### src/rtl/svtc_pkg.sv
// shared types and character constants for the sparse vector token counter
package svtc_pkg;

	typedef logic [7:0] byte_t;
	typedef logic [1:0] code_t;
	typedef logic [1:0] status_t;

	// characters that steer the scan
	localparam byte_t CH_COMMA  = 8'h2C;
	localparam byte_t CH_SPACE  = 8'h20;
	localparam byte_t CH_TAB    = 8'h09;
	localparam byte_t CH_COLON  = 8'h3A;
	localparam byte_t CH_ZERO   = 8'h30;
	localparam byte_t CH_QUOTE  = 8'h22;
	localparam byte_t CH_LPAREN = 8'h28;
	localparam byte_t CH_RPAREN = 8'h29;
	localparam byte_t CH_LSQ    = 8'h5B;
	localparam byte_t CH_RSQ    = 8'h5D;
	localparam byte_t CH_LCURLY = 8'h7B;
	localparam byte_t CH_RCURLY = 8'h7D;

	// nesting stack entry codes
	localparam code_t CODE_PAREN  = 2'd0;
	localparam code_t CODE_SQUARE = 2'd1;
	localparam code_t CODE_CURLY  = 2'd2;
	localparam code_t CODE_QUOTE  = 2'd3;

	// result status codes
	localparam status_t ST_OK       = 2'd0;
	localparam status_t ST_MISMATCH = 2'd1;
	localparam status_t ST_OVERFLOW = 2'd2;

endpackage

### src/rtl/svtc_in_if.sv
// character input channel: one byte of the line per transaction
interface svtc_in_if;
	logic                valid;
	logic                ready;
	svtc_pkg::byte_t     in_byte;
	logic                last;

	modport source (output valid, output in_byte, output last, input ready);
	modport sink (input valid, input in_byte, input last, output ready);
endinterface

### src/rtl/svtc_out_if.sv
// result channel: one rewritten byte with running count and status per transaction
interface svtc_out_if;
	logic                valid;
	logic                ready;
	svtc_pkg::byte_t     out_byte;
	logic [15:0]         count;
	svtc_pkg::status_t   status;
	logic                done_res;

	modport source (output valid, output out_byte, output count, output status,
		output done_res, input ready);
	modport sink (input valid, input out_byte, input count, input status,
		input done_res, output ready);
endinterface

### src/rtl/sparse_vector_token_counter.sv
// top level: scans a vector text line byte by byte, rewrites separators and counts tokens
//
//   channel   | dir | handshake     | payload
//   ----------+-----+---------------+------------------------------------------
//   chars     | in  | valid/ready   | in_byte[7:0], last
//   results   | out | valid/ready   | out_byte[7:0], count[15:0], status[1:0], done_res
//   cfg       | in  | cfg_we        | cfg_wdata (count_all)
//
// one byte per cycle unless results stall: each byte is decided combinationally from
// the line state and lands in the result register; the nesting stack keeps its top
// and the entry under it in registers so a pop needs no memory read in the same cycle
// a new byte is taken whenever the result register is empty or being drained
// arst_n clears line state and count_all; the stack memory has no reset
// line state returns to reset values after the byte marked last
module sparse_vector_token_counter #(
	parameter int NEST_DEPTH = 16,
	parameter int COUNT_BITS = 16
) (
	input  logic clk,
	input  logic arst_n,
	input  logic cfg_we,
	input  logic cfg_wdata,
	svtc_in_if.sink     chars,
	svtc_out_if.source  results
);
	import svtc_pkg::*;

	localparam int LVL_W = $clog2(NEST_DEPTH + 1);
	localparam int IDX_W = $clog2(NEST_DEPTH);
	localparam logic [LVL_W-1:0] LVL_FULL = LVL_W'(NEST_DEPTH);
	localparam logic [LVL_W-1:0] LVL_TWO  = LVL_W'(2);

	// line state
	logic                  count_all_q;
	logic [LVL_W-1:0]      level_q, level_n;
	logic                  in_quote_q, in_quote_n;
	logic                  in_gap_q, in_gap_n;
	logic [1:0]            span_len_q, span_len_n;
	logic [15:0]           span_tail_q, span_tail_n;
	logic                  fzp_q, fzp_n;
	logic                  fwz_q, fwz_n;
	logic [COUNT_BITS-1:0] token_q, token_n;
	status_t               status_q, status_n;

	// nesting stack
	code_t                 stk_mem [NEST_DEPTH];
	code_t                 top_q, top_n;
	code_t                 below_q;
	logic                  push_en;
	code_t                 push_code;
	logic [LVL_W-1:0]      rd_lvl;
	logic [IDX_W-1:0]      rd_idx;

	// result register
	logic                  out_valid_q;
	byte_t                 out_byte_q;
	logic [15:0]           out_count_q;
	status_t               out_status_q;
	logic                  out_done_q;

	// per-byte decision
	logic                  accept;
	byte_t                 b, ob;
	logic                  lst;
	logic                  at_top, is_sep, sep_break, restart;
	logic [15:0]           psh_tail, st_tail, ev_tail;
	logic [1:0]            psh_len, ev_len;
	logic                  do_eval, ev_zero, bump;
	code_t                 want;
	logic [31:0]           token_ext;

	assign chars.ready = !out_valid_q || results.ready;
	assign accept      = chars.valid && chars.ready;
	assign b           = chars.in_byte;
	assign lst         = chars.last;

	always_comb begin
		ob          = b;
		level_n     = level_q;
		in_quote_n  = in_quote_q;
		in_gap_n    = in_gap_q;
		span_len_n  = span_len_q;
		span_tail_n = span_tail_q;
		fzp_n       = fzp_q;
		fwz_n       = fwz_q;
		token_n     = token_q;
		status_n    = status_q;
		top_n       = top_q;
		push_en     = 1'b0;
		push_code   = CODE_PAREN;
		at_top      = (level_q == '0);
		is_sep      = (b == CH_COMMA) || (b == CH_SPACE) || (b == CH_TAB);
		sep_break   = 1'b0;
		restart     = 1'b0;
		do_eval     = 1'b0;
		ev_zero     = 1'b0;
		bump        = 1'b0;
		want        = CODE_PAREN;
		ev_tail     = span_tail_q;
		ev_len      = span_len_q;
		psh_tail    = 16'h0000;
		psh_len     = 2'd0;
		st_tail     = 16'h0000;
		if (status_q == ST_OK) begin
			if (at_top && is_sep) begin
				ob = CH_SPACE;
			end
			sep_break = at_top && is_sep && !in_gap_q;
			restart   = at_top && !is_sep && in_gap_q;
			if (at_top) begin
				in_gap_n = is_sep;
			end

			psh_tail = {span_tail_q[7:0], ob};
			psh_len  = (span_len_q == 2'd2) ? 2'd2 : span_len_q + 2'd1;
			st_tail  = {8'h00, ob};

			// token bookkeeping: last byte evaluates the updated span, a break the old one
			priority if (lst) begin
				span_tail_n = restart ? st_tail : psh_tail;
				span_len_n  = restart ? 2'd1 : psh_len;
				ev_tail     = span_tail_n;
				ev_len      = span_len_n;
				do_eval     = 1'b1;
			end else if (sep_break) begin
				do_eval     = (span_len_q != 2'd0);
				span_tail_n = st_tail;
				span_len_n  = 2'd1;
			end else if (restart) begin
				span_tail_n = st_tail;
				span_len_n  = 2'd1;
			end else begin
				span_tail_n = psh_tail;
				span_len_n  = psh_len;
			end

			ev_zero = (ev_tail[7:0] == CH_ZERO) &&
				((ev_len == 2'd1) || ((ev_len == 2'd2) && (ev_tail[15:8] == CH_COLON)));
			if (do_eval) begin
				fwz_n = 1'b0;
				priority if (count_all_q || !ev_zero) begin
					bump = 1'b1;
				end else if (fzp_q) begin
					bump  = 1'b1;
					fzp_n = 1'b0;
				end else begin
					fwz_n = 1'b1;
				end
			end

			// bracket and quote nesting
			if (!in_quote_q) begin
				priority if (b == CH_QUOTE || b == CH_LPAREN || b == CH_LSQ
						|| b == CH_LCURLY) begin
					priority if (b == CH_QUOTE) begin
						push_code  = CODE_QUOTE;
						in_quote_n = 1'b1;
					end else if (b == CH_LPAREN) begin
						push_code = CODE_PAREN;
					end else if (b == CH_LSQ) begin
						push_code = CODE_SQUARE;
					end else begin
						push_code = CODE_CURLY;
					end
					if (level_q != LVL_FULL) begin
						push_en = 1'b1;
						level_n = level_q + LVL_W'(1);
						top_n   = push_code;
					end else begin
						status_n = ST_OVERFLOW;
					end
				end else if (b == CH_RPAREN || b == CH_RSQ || b == CH_RCURLY) begin
					priority if (b == CH_RPAREN) begin
						want = CODE_PAREN;
					end else if (b == CH_RSQ) begin
						want = CODE_SQUARE;
					end else begin
						want = CODE_CURLY;
					end
					// close on an empty stack is ignored
					if (!at_top) begin
						if (top_q == want) begin
							level_n = level_q - LVL_W'(1);
							top_n   = below_q;
						end else begin
							status_n = ST_MISMATCH;
						end
					end
				end else begin
				end
			end else if (b == CH_QUOTE) begin
				if (!at_top) begin
					level_n = level_q - LVL_W'(1);
					top_n   = below_q;
				end else begin
					status_n = ST_MISMATCH;
				end
				in_quote_n = 1'b0;
			end

			// a trailing uncounted zero still counts at end of line
			if (lst && status_n == ST_OK && fwz_n && !count_all_q) begin
				bump = 1'b1;
			end
			if (bump && !(&token_q)) begin
				token_n = token_q + COUNT_BITS'(1);
			end
		end
	end

	assign token_ext = 32'(token_n);

	// keep below_q pointing at the entry under the top for the level seen next cycle
	always_comb begin
		if (accept) begin
			rd_lvl = lst ? '0 : level_n;
		end else begin
			rd_lvl = level_q;
		end
		rd_idx = (rd_lvl >= LVL_TWO) ? IDX_W'(rd_lvl - LVL_TWO) : '0;
	end

	always_ff @(posedge clk) begin
		if (accept && push_en) begin
			stk_mem[level_q[IDX_W-1:0]] <= push_code;
		end
		below_q <= stk_mem[rd_idx];
		if (accept) begin
			top_q        <= top_n;
			out_byte_q   <= ob;
			out_count_q  <= token_ext[15:0];
			out_status_q <= status_n;
			out_done_q   <= lst;
		end
	end

	always_ff @(posedge clk or negedge arst_n) begin
		if (!arst_n) begin
			count_all_q <= 1'b0;
			out_valid_q <= 1'b0;
			level_q     <= '0;
			in_quote_q  <= 1'b0;
			in_gap_q    <= 1'b0;
			span_len_q  <= 2'd0;
			span_tail_q <= 16'h0000;
			fzp_q       <= 1'b1;
			fwz_q       <= 1'b0;
			token_q     <= '0;
			status_q    <= ST_OK;
		end else begin
			if (cfg_we) begin
				count_all_q <= cfg_wdata;
			end
			if (accept) begin
				out_valid_q <= 1'b1;
			end else if (results.ready) begin
				out_valid_q <= 1'b0;
			end
			if (accept) begin
				if (lst) begin
					level_q     <= '0;
					in_quote_q  <= 1'b0;
					in_gap_q    <= 1'b0;
					span_len_q  <= 2'd0;
					span_tail_q <= 16'h0000;
					fzp_q       <= 1'b1;
					fwz_q       <= 1'b0;
					token_q     <= '0;
					status_q    <= ST_OK;
				end else begin
					level_q     <= level_n;
					in_quote_q  <= in_quote_n;
					in_gap_q    <= in_gap_n;
					span_len_q  <= span_len_n;
					span_tail_q <= span_tail_n;
					fzp_q       <= fzp_n;
					fwz_q       <= fwz_n;
					token_q     <= token_n;
					status_q    <= status_n;
				end
			end
		end
	end

	assign results.valid    = out_valid_q;
	assign results.out_byte = out_byte_q;
	assign results.count    = out_count_q;
	assign results.status   = out_status_q;
	assign results.done_res = out_done_q;

endmodule

### src/flat_wrapper.sv
// flat-port wrapper written by rule: the top's interface ports become plain ports
module sparse_vector_token_counter_flat import svtc_pkg::*;
#(
	parameter int NEST_DEPTH = 16,
	parameter int COUNT_BITS = 16
)
  (clk, arst_n, cfg_we, cfg_wdata, chars_valid, chars_in_byte, chars_last, chars_ready, results_valid, results_out_byte, results_count, results_status, results_done_res, results_ready);
  svtc_in_if chars_i ();
  svtc_out_if results_i ();
  input  logic clk;
  input  logic arst_n;
  input  logic cfg_we;
  input  logic cfg_wdata;
  input wire logic [$bits(chars_i.valid)-1:0] chars_valid;
  input wire logic [$bits(chars_i.in_byte)-1:0] chars_in_byte;
  input wire logic [$bits(chars_i.last)-1:0] chars_last;
  output wire logic [$bits(chars_i.ready)-1:0] chars_ready;
  output wire logic [$bits(results_i.valid)-1:0] results_valid;
  output wire logic [$bits(results_i.out_byte)-1:0] results_out_byte;
  output wire logic [$bits(results_i.count)-1:0] results_count;
  output wire logic [$bits(results_i.status)-1:0] results_status;
  output wire logic [$bits(results_i.done_res)-1:0] results_done_res;
  input wire logic [$bits(results_i.ready)-1:0] results_ready;
  assign chars_i.valid = chars_valid;
  assign chars_i.in_byte = chars_in_byte;
  assign chars_i.last = chars_last;
  assign chars_ready = chars_i.ready;
  assign results_valid = results_i.valid;
  assign results_out_byte = results_i.out_byte;
  assign results_count = results_i.count;
  assign results_status = results_i.status;
  assign results_done_res = results_i.done_res;
  assign results_i.ready = results_ready;
  sparse_vector_token_counter #(.NEST_DEPTH(NEST_DEPTH), .COUNT_BITS(COUNT_BITS)) u_core (.clk(clk), .arst_n(arst_n), .cfg_we(cfg_we), .cfg_wdata(cfg_wdata), .chars(chars_i), .results(results_i));
endmodule
### config.mk
export PLATFORM = sky130hd
export DESIGN_NAME = sparse_vector_token_counter_flat
export DESIGN_NICKNAME = d
export VERILOG_FILES = /design/src/rtl/svtc_pkg.sv /design/src/rtl/svtc_in_if.sv /design/src/rtl/svtc_out_if.sv /design/src/rtl/sparse_vector_token_counter.sv /design/src/flat_wrapper.sv
export SDC_FILE = /design/constraint.sdc
export NUM_CORES = 1
export LEC_CHECK = 0
export BUFFER_PORTS_ARGS = -buffer_cell sky130_fd_sc_hd__buf_2
export CELL_PAD_IN_SITES_DETAIL_PLACEMENT = 0
export CELL_PAD_IN_SITES_GLOBAL_PLACEMENT = 1
export CORE_ASPECT_RATIO = 0.7
export CORE_MARGIN = 3
export CORE_UTILIZATION = 52
export DETAILED_ROUTE_END_ITERATION = 6
export PLACE_DENSITY = 0.91
export SLEW_MARGIN = 10
export SYNTH_ARGS = -nofsm -noshare
export SYNTH_HDL_FRONTEND = slang
export SYNTH_SLANG_ARGS = --single-unit
### constraint.sdc
create_clock -name clk -period 11.7 [get_ports clk]
set_clock_uncertainty 0.15 [all_clocks]
set_input_delay 2.34 -clock clk [delete_from_list [all_inputs] [get_ports clk]]
set_output_delay 2.34 -clock clk [all_outputs]
set_load 0.005 [all_outputs]
==> impl_results.md, run 1 <==
- PostCTS Resize Cnt: 0
- Share of layout cells above drive strength 1: 0.173
- CTS Sinks: about 110
- Pre-antenna DRT Iters: 5
- Wire per inst: roughly 19 um
- Syn_area_per_cell: approximately 11 um2
- Global-route wire length before repair: around 22 mm
- CTS max path bufs: 2
- Hold WC Path Type: reg2reg
- Synth Warn #: 0
- Flops & latches, synth: about 110
- Total power per unit cell area: approximately 140 nW/um2
- Rows: 31
- Global Route Usage Sum: 0.223
- Hold Buf Count CTS: 0
- WP data arrival: 5.90 ns
- CP endpoint kind: register
- Slew headroom: 0.259
- Via density: 6.18
- Die H: ~95 um
- RePlAce Congestion: approximately 0.98
- Port Buffers: 43
- Syn-to-layout area delta: 9.00%
- Clock root buffer: clkbuf_16
- Post-synth top cells: edfxtp_1, nand2_1, dfrtp_1
- Final hold viol count: 0
- Unrepaired setup endpoints after global routing: false
- Slowest stage delay, CP: ~0.71 ns
- Synthesized cell area: about 5900 um2
- CP max FO: 11
- Total gr overflow: 0
- Final Max Tran Viols: 0
- Maximum vdd drop: between 70 and 80 uV
- Clock tree from TritonCTS: done
- DR vias: around 4500
- Worst Tran Pin Value: 1.11 ns
- Final setup viols: 0
- Fill cells: ~900
- Synth Instances: roughly 560
- Area share of the largest cell type after synthesis: 0.309
- Slowest CP cell: nor3b_2
- WHS: around 0.31 ns
- Crit-path cells: buf_2 > or4b_4 > nor4_2 > o211ai_2 > a31oi_1 > a21oi_1 > or3b_1 > a21oi_2 > nor3b_2 > nand3_1 > xnor2_1
- Final Cycle Share: 0.508
- Yosys top cell by area: edfxtp_1
- Antenna violations before repair: 0
- Diodes inserted: 0
- DP HPWL: 9.36 mm
- CP Buf/Inv Count: 1
- Cell with the most instances after synthesis: edfxtp_1
- Pin count of the biggest net entering global routing: 47
- Die width: approximately 130 um
- Ranking of synthesized cells by area: edfxtp_1, dfrtp_1, nand2_1
- CTS clk-pin slew, worst paths: 0.07 ns
- CP Launch Type: primary input
- Total CTS buffers: 9
- Run status: completed
- Post-synth EDFFs: between 60 and 70
- Die Area: about 13000 um2
- Layout Nets: approximately 600
- Core area: 10700 um2
- Total Wirelength: between 10 and 15 mm
- Tmin final: slightly below 6 ns
- Critical path's top delay family: simple AND/OR/NAND/NOR gates
- Async SR Flop Fraction: 0.422
- Setup TNS: 0 ns
- Initial core utilization: 0.552
- Sequential-to-total area share from yosys stat: 0.510
- WS Path Type: in2reg
- Yosys cell types: between 90 and 100
- Post-DRT Antenna Nets: 0
- Starting DRT DRC Count: approximately 460
- IO Pins: 44
- Worst-skew pair later-pin latency: between 0.3 and 0.4 ns
- Leakage: roughly 2.6 nW
- Worst EP required: between 10 and 15 ns
- CTS H-Tree Depth: 3
- # Post-CTS Setup Buffers: 0
- Max frequency: between 150 and 200 MHz
- Max Cap Violations: 0
- Top_reg_cell synth: edfxtp_1
- Number of global-route vias before repair: 4192
- Post-route DRC: 0
- Post-synth net total: roughly 580
-- logic make-up (layout without fill, tap and decap cells) --
kind of cell | Yosys count | in the layout | synth area share
muxes | 22 | 22 | 0.0386
xor gates and xnor gates | 19 | 19 | 0.0280
and+or+nand+nor | 218 | 218 | 0.203
DFF | 109 | 109 | 0.510
adders and majority gates | 8 | 8 | 0.0169
buffers and inverters | 59 | 88 | 0.0462
AOI/OAI and AO/OA | 120 | 120 | 0.157
-- report_power, final --
part,internal (W),switching (W)
clock,0.000148,0.000143
sequential,0.000439,0.0000313
combinational,0.0000498,0.0000659
-- cell type report --
type	instances	area, um2	share of cell area
Clock inverter	7	57.6	0.00890
Multi-Input combinational cell	387	2640	0.407
Inverter	25	95.1	0.0147
Sequential cell	109	3020	0.468
Tap cell	148	185	0.0286
Timing Repair Buffer	47	245	0.0379
Clock buffer	9	225	0.0348
-- layer usage --
layer | vias to the layer above | part of all wire | global-route usage | wire, um
li1 | 2112 | - | - | -
met1 | 2206 | 0.48 | 0.346 | 6540
met2 | 195 | 0.43 | 0.326 | 5950
met3 | 11 | 0.077 | 0.0422 | 1060
met4 | 0 | 0.0096 | 0.0531 | 131
met5 | - | 0 | 0 | 0
-- layout by cell type, fill, tap and decap left out, types with 12 or more instances in the layout --
master and n:
xnor2_1 13, a21oi_1 13, dfrtp_1 45, edfxtp_1 61, inv_1 22, mux2i_1 18
buf_2 43, nor2_1 44, a22o_1 15, and3_1 12, nand3_1 16, o21ai_0 24
nand2_1 53, nor3_1 24
-- registers in the layout, summed over array words and instances, names as in the netlist --
name and flops:
u_core.status_q 2, u_core.results.done_res 1, u_core.span_tail_q 16, u_core.below_q 2, u_core.in_quote_q 1, u_core.span_len_q 2
u_core.fzp_q 1, u_core.in_gap_q 1, u_core.stk_mem 32, u_core.level_q 5, u_core.results.count 16, u_core.results.status 2
u_core.results.valid 1, u_core.results.out_byte 8, u_core.top_q 2, u_core.token_q 16, u_core.count_all_q 1
-- path summary, 6_finish.rpt --
check,cells past startpoint,start,endpoint,slack (ns)
setup / recovery,11,chars_in_byte[2],u_core.results.count[10],5.75
hold / removal,2,u_core.fzp_q,u_core.fzp_q,0.31
setup reg to reg,14,u_core.level_q[0],u_core.below_q[0],7.11
hold reg to reg,2,u_core.fzp_q,u_core.fzp_q,0.31
max in group asynchronous,1,arst_n,u_core.span_tail_q[0],8.67
min in group asynchronous,1,arst_n,u_core.token_q[2],2.05
-- worst reg2reg max path, cell delays in order, from the launching register on --
cell       delay [ns]
dfrtp_1          0.44
inv_1            0.16
ha_1             0.33
or4b_2           0.71
nand3_1          0.18
mux2_2           0.35
a211oi_1         0.28
o21ai_0          0.17
a22o_2           0.38
ha_1             0.25
inv_1            0.17
o32ai_4          0.16
and2_1           0.19
a2111oi_0        0.43
a311oi_1         0.10
-- through the flow --
stage | cells | setup slack (ns) | instance area (um2) | utilization | power, W
after global routing | 732 | 5.49 | 6470 | 0.602 | 0.000920
after floorplan | 555 | 5.90 | 5930 | - | 0.000555
after CTS | 732 | 5.78 | 6470 | 0.602 | 0.000881
after global placement | 716 | 5.54 | 6180 | 0.576 | 0.000586
after detailed placement | 716 | 5.44 | 6180 | 0.576 | 0.000592
final | 732 | 5.75 | 6470 | 0.602 | 0.000877
Power figures use the tool's default switching activity.
==> run 2: changes to the inputs <==
ABC_AREA = 1   (was default)
CORE_UTILIZATION = 46   (was 52)
PLACE_DENSITY = 0.86   (was 0.91)
clock period = 5.8 ns   (was 11.7 ns; I/O delays follow)
==> run 2 against run 1 <==
Setup slack worse by 3.8 ns; flip-flop and latch count did not move; synthesized area grew 1.5%; wire length increased by 6.1%; combinational power rose to 5.7 times the previous value; power rose to 2.6 times the previous value; synthesized cell count up 28%; via count is 10% higher; core utilization shrank 7.2 points; sequential share of layout area is 1.5 points lower; clock power is 110% higher; global-route usage down 1.4 points; critical endpoint is now u_core.below_q[1]; largest power group unchanged.
==> impl_results.md, run 2 <==
- Cells on worst reg2reg path: 13 (was 14)
- Wire per inst: 15.8 um (was 18.7 um)
- Rows: 34 (was 31)
- Number of global-route vias before repair: 4705 (was 4192)
- IO Pins: 44 (unchanged)
- Pre-CTS WS: 1.62 ns (was 5.44 ns)
- Unrepaired setup endpoints after global routing: false (unchanged)
- Slowest CP cell: ha_1 (was nor3b_2)
- Post-route DRC: 0 (unchanged)
- Worst EP required: 5.90 ns (was 11.65 ns)
- Port Buffers: 43 (unchanged)
- Worst-skew pair later-pin latency: 0.35 ns (about the same)
- Via density: 5.44 (was 6.18)
- WHS: 0.346 ns (was 0.315 ns)
- Post-synthesis mux area share: 0 (was 0.0386)
- Die width: 143 um (was 134 um)
- Yosys top cell by area: edfxtp_1 (unchanged)
- CTS H-Tree Depth: 3 (unchanged)
- Inst Count DP: 900 (was 716)
- Cell with the most instances after synthesis: nand2_1 (was edfxtp_1)
- Synth Warn #: 0 (unchanged)
- # Post-CTS Setup Buffers: 0 (unchanged)
- Post-synthesis xor/xnor area fraction: 0.0175 (was 0.0280)
- Crit-path cells: buf_2 > inv_1 > nand2_1 > nor2_1 > nand3_2 > nand4_2 > nand2_1 > a21oi_1 > nand2_1 > nand3_1 > nand2_1 > nand2_1 > nand2_2 > inv_2 > ha_1 > nand3_2 > nor2_4 > nand2_4 > nand2_4 > nand2_1 > nand3_1 > nand3_1 > nand3_1 > nand2_1 (was buf_2 > or4b_4 > nor4_2 > o211ai_2 > a31oi_1 > a21oi_1 > or3b_1 > a21oi_2 > nor3b_2 > nand3_1 > xnor2_1)
- Maximum vdd drop: 203 uV (was 77.6 uV)
- Sequential-to-total area share from yosys stat: 0.502 (was 0.510)
- Total CTS buffers: 9 (unchanged)
- Hold Buf Count CTS: 0 (unchanged)
- CTS Sinks: 109 (unchanged)
- Setup slack after layout: 1.95 ns (was 5.75 ns)
- RePlAce Congestion: 0.904 (was 0.984)
- Core area: 12600 um2 (was 10700 um2)
- Max frequency: roughly 260 MHz
- Final hold viol count: 0 (unchanged)
- Cell depth of the worst min-delay path: 2 (unchanged)
- Global Route Usage Sum: 0.209 (was 0.223)
- Post-synth EDFFs: 61 (unchanged)
- Flops & latches, synth: 109 (unchanged)
- Max reg flops: 32 (unchanged)
- Area fraction in compound gates after synthesis: 0.0773 (was 0.157)
- WP data arrival: 3.95 ns (was 5.90 ns)
- Total Wirelength: 14.5 mm (was 13.7 mm)
- Commonest non-fill, non-tap cell in the layout: nand2_1 (was edfxtp_1)
- Total gr overflow: 0 (unchanged)
- Die Area: 14500 um2 (was 12700 um2)
- Clock tree from TritonCTS: done (unchanged)
- Worst Tran Pin Value: 1.08 ns (was 1.11 ns)
- Final setup viols: 0 (unchanged)
- Max Cap Violations: 0 (unchanged)
- Post-synth net total: 731 (was 578)
- Area share of the largest cell type after synthesis: 0.304 (was 0.309)
- Yosys cell types: 51 (was 95)
- Slew headroom: 0.279 (was 0.259)
- Initial core utilization: 0.478 (was 0.552)
- DR vias: 4985 (was 4524)
- Die H: 102 um (was 95.4 um)
- Syn_area_per_cell: 8.50 um2 (was 10.7 um2)
- Post-DRT Antenna Nets: 0 (unchanged)
- Antenna violations before repair: 0 (unchanged)
- Clock root buffer: clkbuf_16 (unchanged)
- Hold WC Path Type: reg2reg (unchanged)
- Ranking of synthesized cells by area: edfxtp_1, dfrtp_1, nand2_1 (unchanged)
- Final Max Tran Viols: 0 (unchanged)
- WS Path Type: in2reg (unchanged)
- CP Launch Type: primary input (unchanged)
- Most frequent cells in the layout: nand2_1, inv_1, nand3_1 (was edfxtp_1, nand2_1, dfrtp_1)
- Tmin final: 3.85 ns
- Pre-antenna DRT Iters: 5 (unchanged)
- Largest family of logic cells by synthesized area: simple AND/OR/NAND/NOR gates (unchanged)
- CP endpoint kind: register (unchanged)
- Synthesized cell area: 6020 um2 (was 5930 um2)
- Top_reg_cell synth: edfxtp_1 (unchanged)
- CP Buf/Inv Count: 3 (was 1)
- Total power per unit cell area: 336 nW/um2 (was 136 nW/um2)
- Starting DRT DRC Count: 479 (was 459)
- Top cell by count, worst path: nand2_1
- Global-route wire length before repair: 24.0 mm (was 22.3 mm)
- CTS clk-pin slew, worst paths: 0.07 ns (about the same)
- Async SR Flop Fraction: 0.422 (unchanged)
- Post-synthesis simple-gate area fraction: 0.315 (was 0.203)
- PostCTS Resize Cnt: 0 (unchanged)
- Share of layout cells above drive strength 1: 0.162 (was 0.173)
- Setup TNS: 0 ns (unchanged)
- Layout Nets: 772 (was 602)
- Run status: completed (unchanged)
- Final Cycle Share: 0.664
- DP HPWL: 10.9 mm (was 9.36 mm)
- Slowest stage delay, CP: 0.21 ns (was 0.71 ns)
- Pin count of the biggest net entering global routing: 47 (unchanged)
- CP max FO: 17 (was 11)
- Adder-cell area share of the yosys netlist: 0.0166 (was 0.0169)
- CTS max path bufs: 2 (unchanged)
- Diodes inserted: 0 (unchanged)
- Leakage: 3.00 nW (was 2.59 nW)
- Crit path depth: 24 (was 11)
- Final non-filler cell total: 916 (was 732)
- Critical path's top delay family: simple AND/OR/NAND/NOR gates (unchanged)
- Post-synth top cells: nand2_1, inv_1, nand3_1 (was edfxtp_1, nand2_1, dfrtp_1)
- Syn-to-layout area delta: 10.9% (was 9.00%)
- Synth Instances: 708 (was 555)
-- run 2: final cells by class --
type,instances,area (um2)
Timing Repair Buffer,46,238
Sequential cell,109,3020
Fill cell,1166,5920
Inverter,91,342
Multi-Input combinational cell,492,2570
Clock buffer,9,225
Clock inverter,7,75.1
Tap cell,162,203
-- run 2: metrics by stage --
stage	utilization	power, W	instance area, um2
after floorplan	-	0.00146	6020
after global placement	0.506	0.00161	6370
after detailed placement	0.506	0.00162	6370
after CTS	0.530	0.00224	6680
after global routing	0.530	0.00237	6680
final	0.530	0.00224	6680
-- run 2: worst reg2reg max path, delay by kind of cell, from the launching register on --
| kind | cells | cell delay, ns |
|---|---|---|
| compound gates | 1 | 0.23 |
| buf+inv | 2 | 0.68 |
| simple gates | 10 | 2.23 |
| flops | 1 | 0.43 |
-- run 2: final timing paths --
kind	startpoint	end	slack, ns
worst max-delay path	chars_in_byte[2]	u_core.below_q[1]	1.95
worst min-delay path	u_core.fzp_q	u_core.fzp_q	0.35
worst max register to register	u_core.status_q[1]	u_core.below_q[1]	1.99
worst min register to register	u_core.fzp_q	u_core.fzp_q	0.35
max in group asynchronous	arst_n	u_core.token_q[6]	3.97
min in group asynchronous	arst_n	u_core.span_tail_q[15]	0.85
-- run 2: cell families (layout without fill, tap and decap cells) --
family	count (synthesis)	after routing
and+or+nand+nor	397	397
adders and majority gates	8	8
AOI/OAI and AO/OA	75	75
DFF	109	109
buffers and inverters	107	153
xor gates and xnor gates	12	12
-- run 2: metal layers --
layer | wire length (um) | GRT usage | vias up
li1 | - | - | 2427
met1 | 7330 | 0.322 | 2378
met2 | 5980 | 0.299 | 166
met3 | 1080 | 0.0524 | 14
met4 | 110 | 0.0438 | 0
met5 | 0 | 0 | -
-- run 2: power by group --
group / internal, W / leakage, nW / switching, W
registers: 0.000888 / 1.20 / 0.0000627
logic: 0.000204 / 1.66 / 0.000461
clock network: 0.000337 / 0.145 / 0.000287
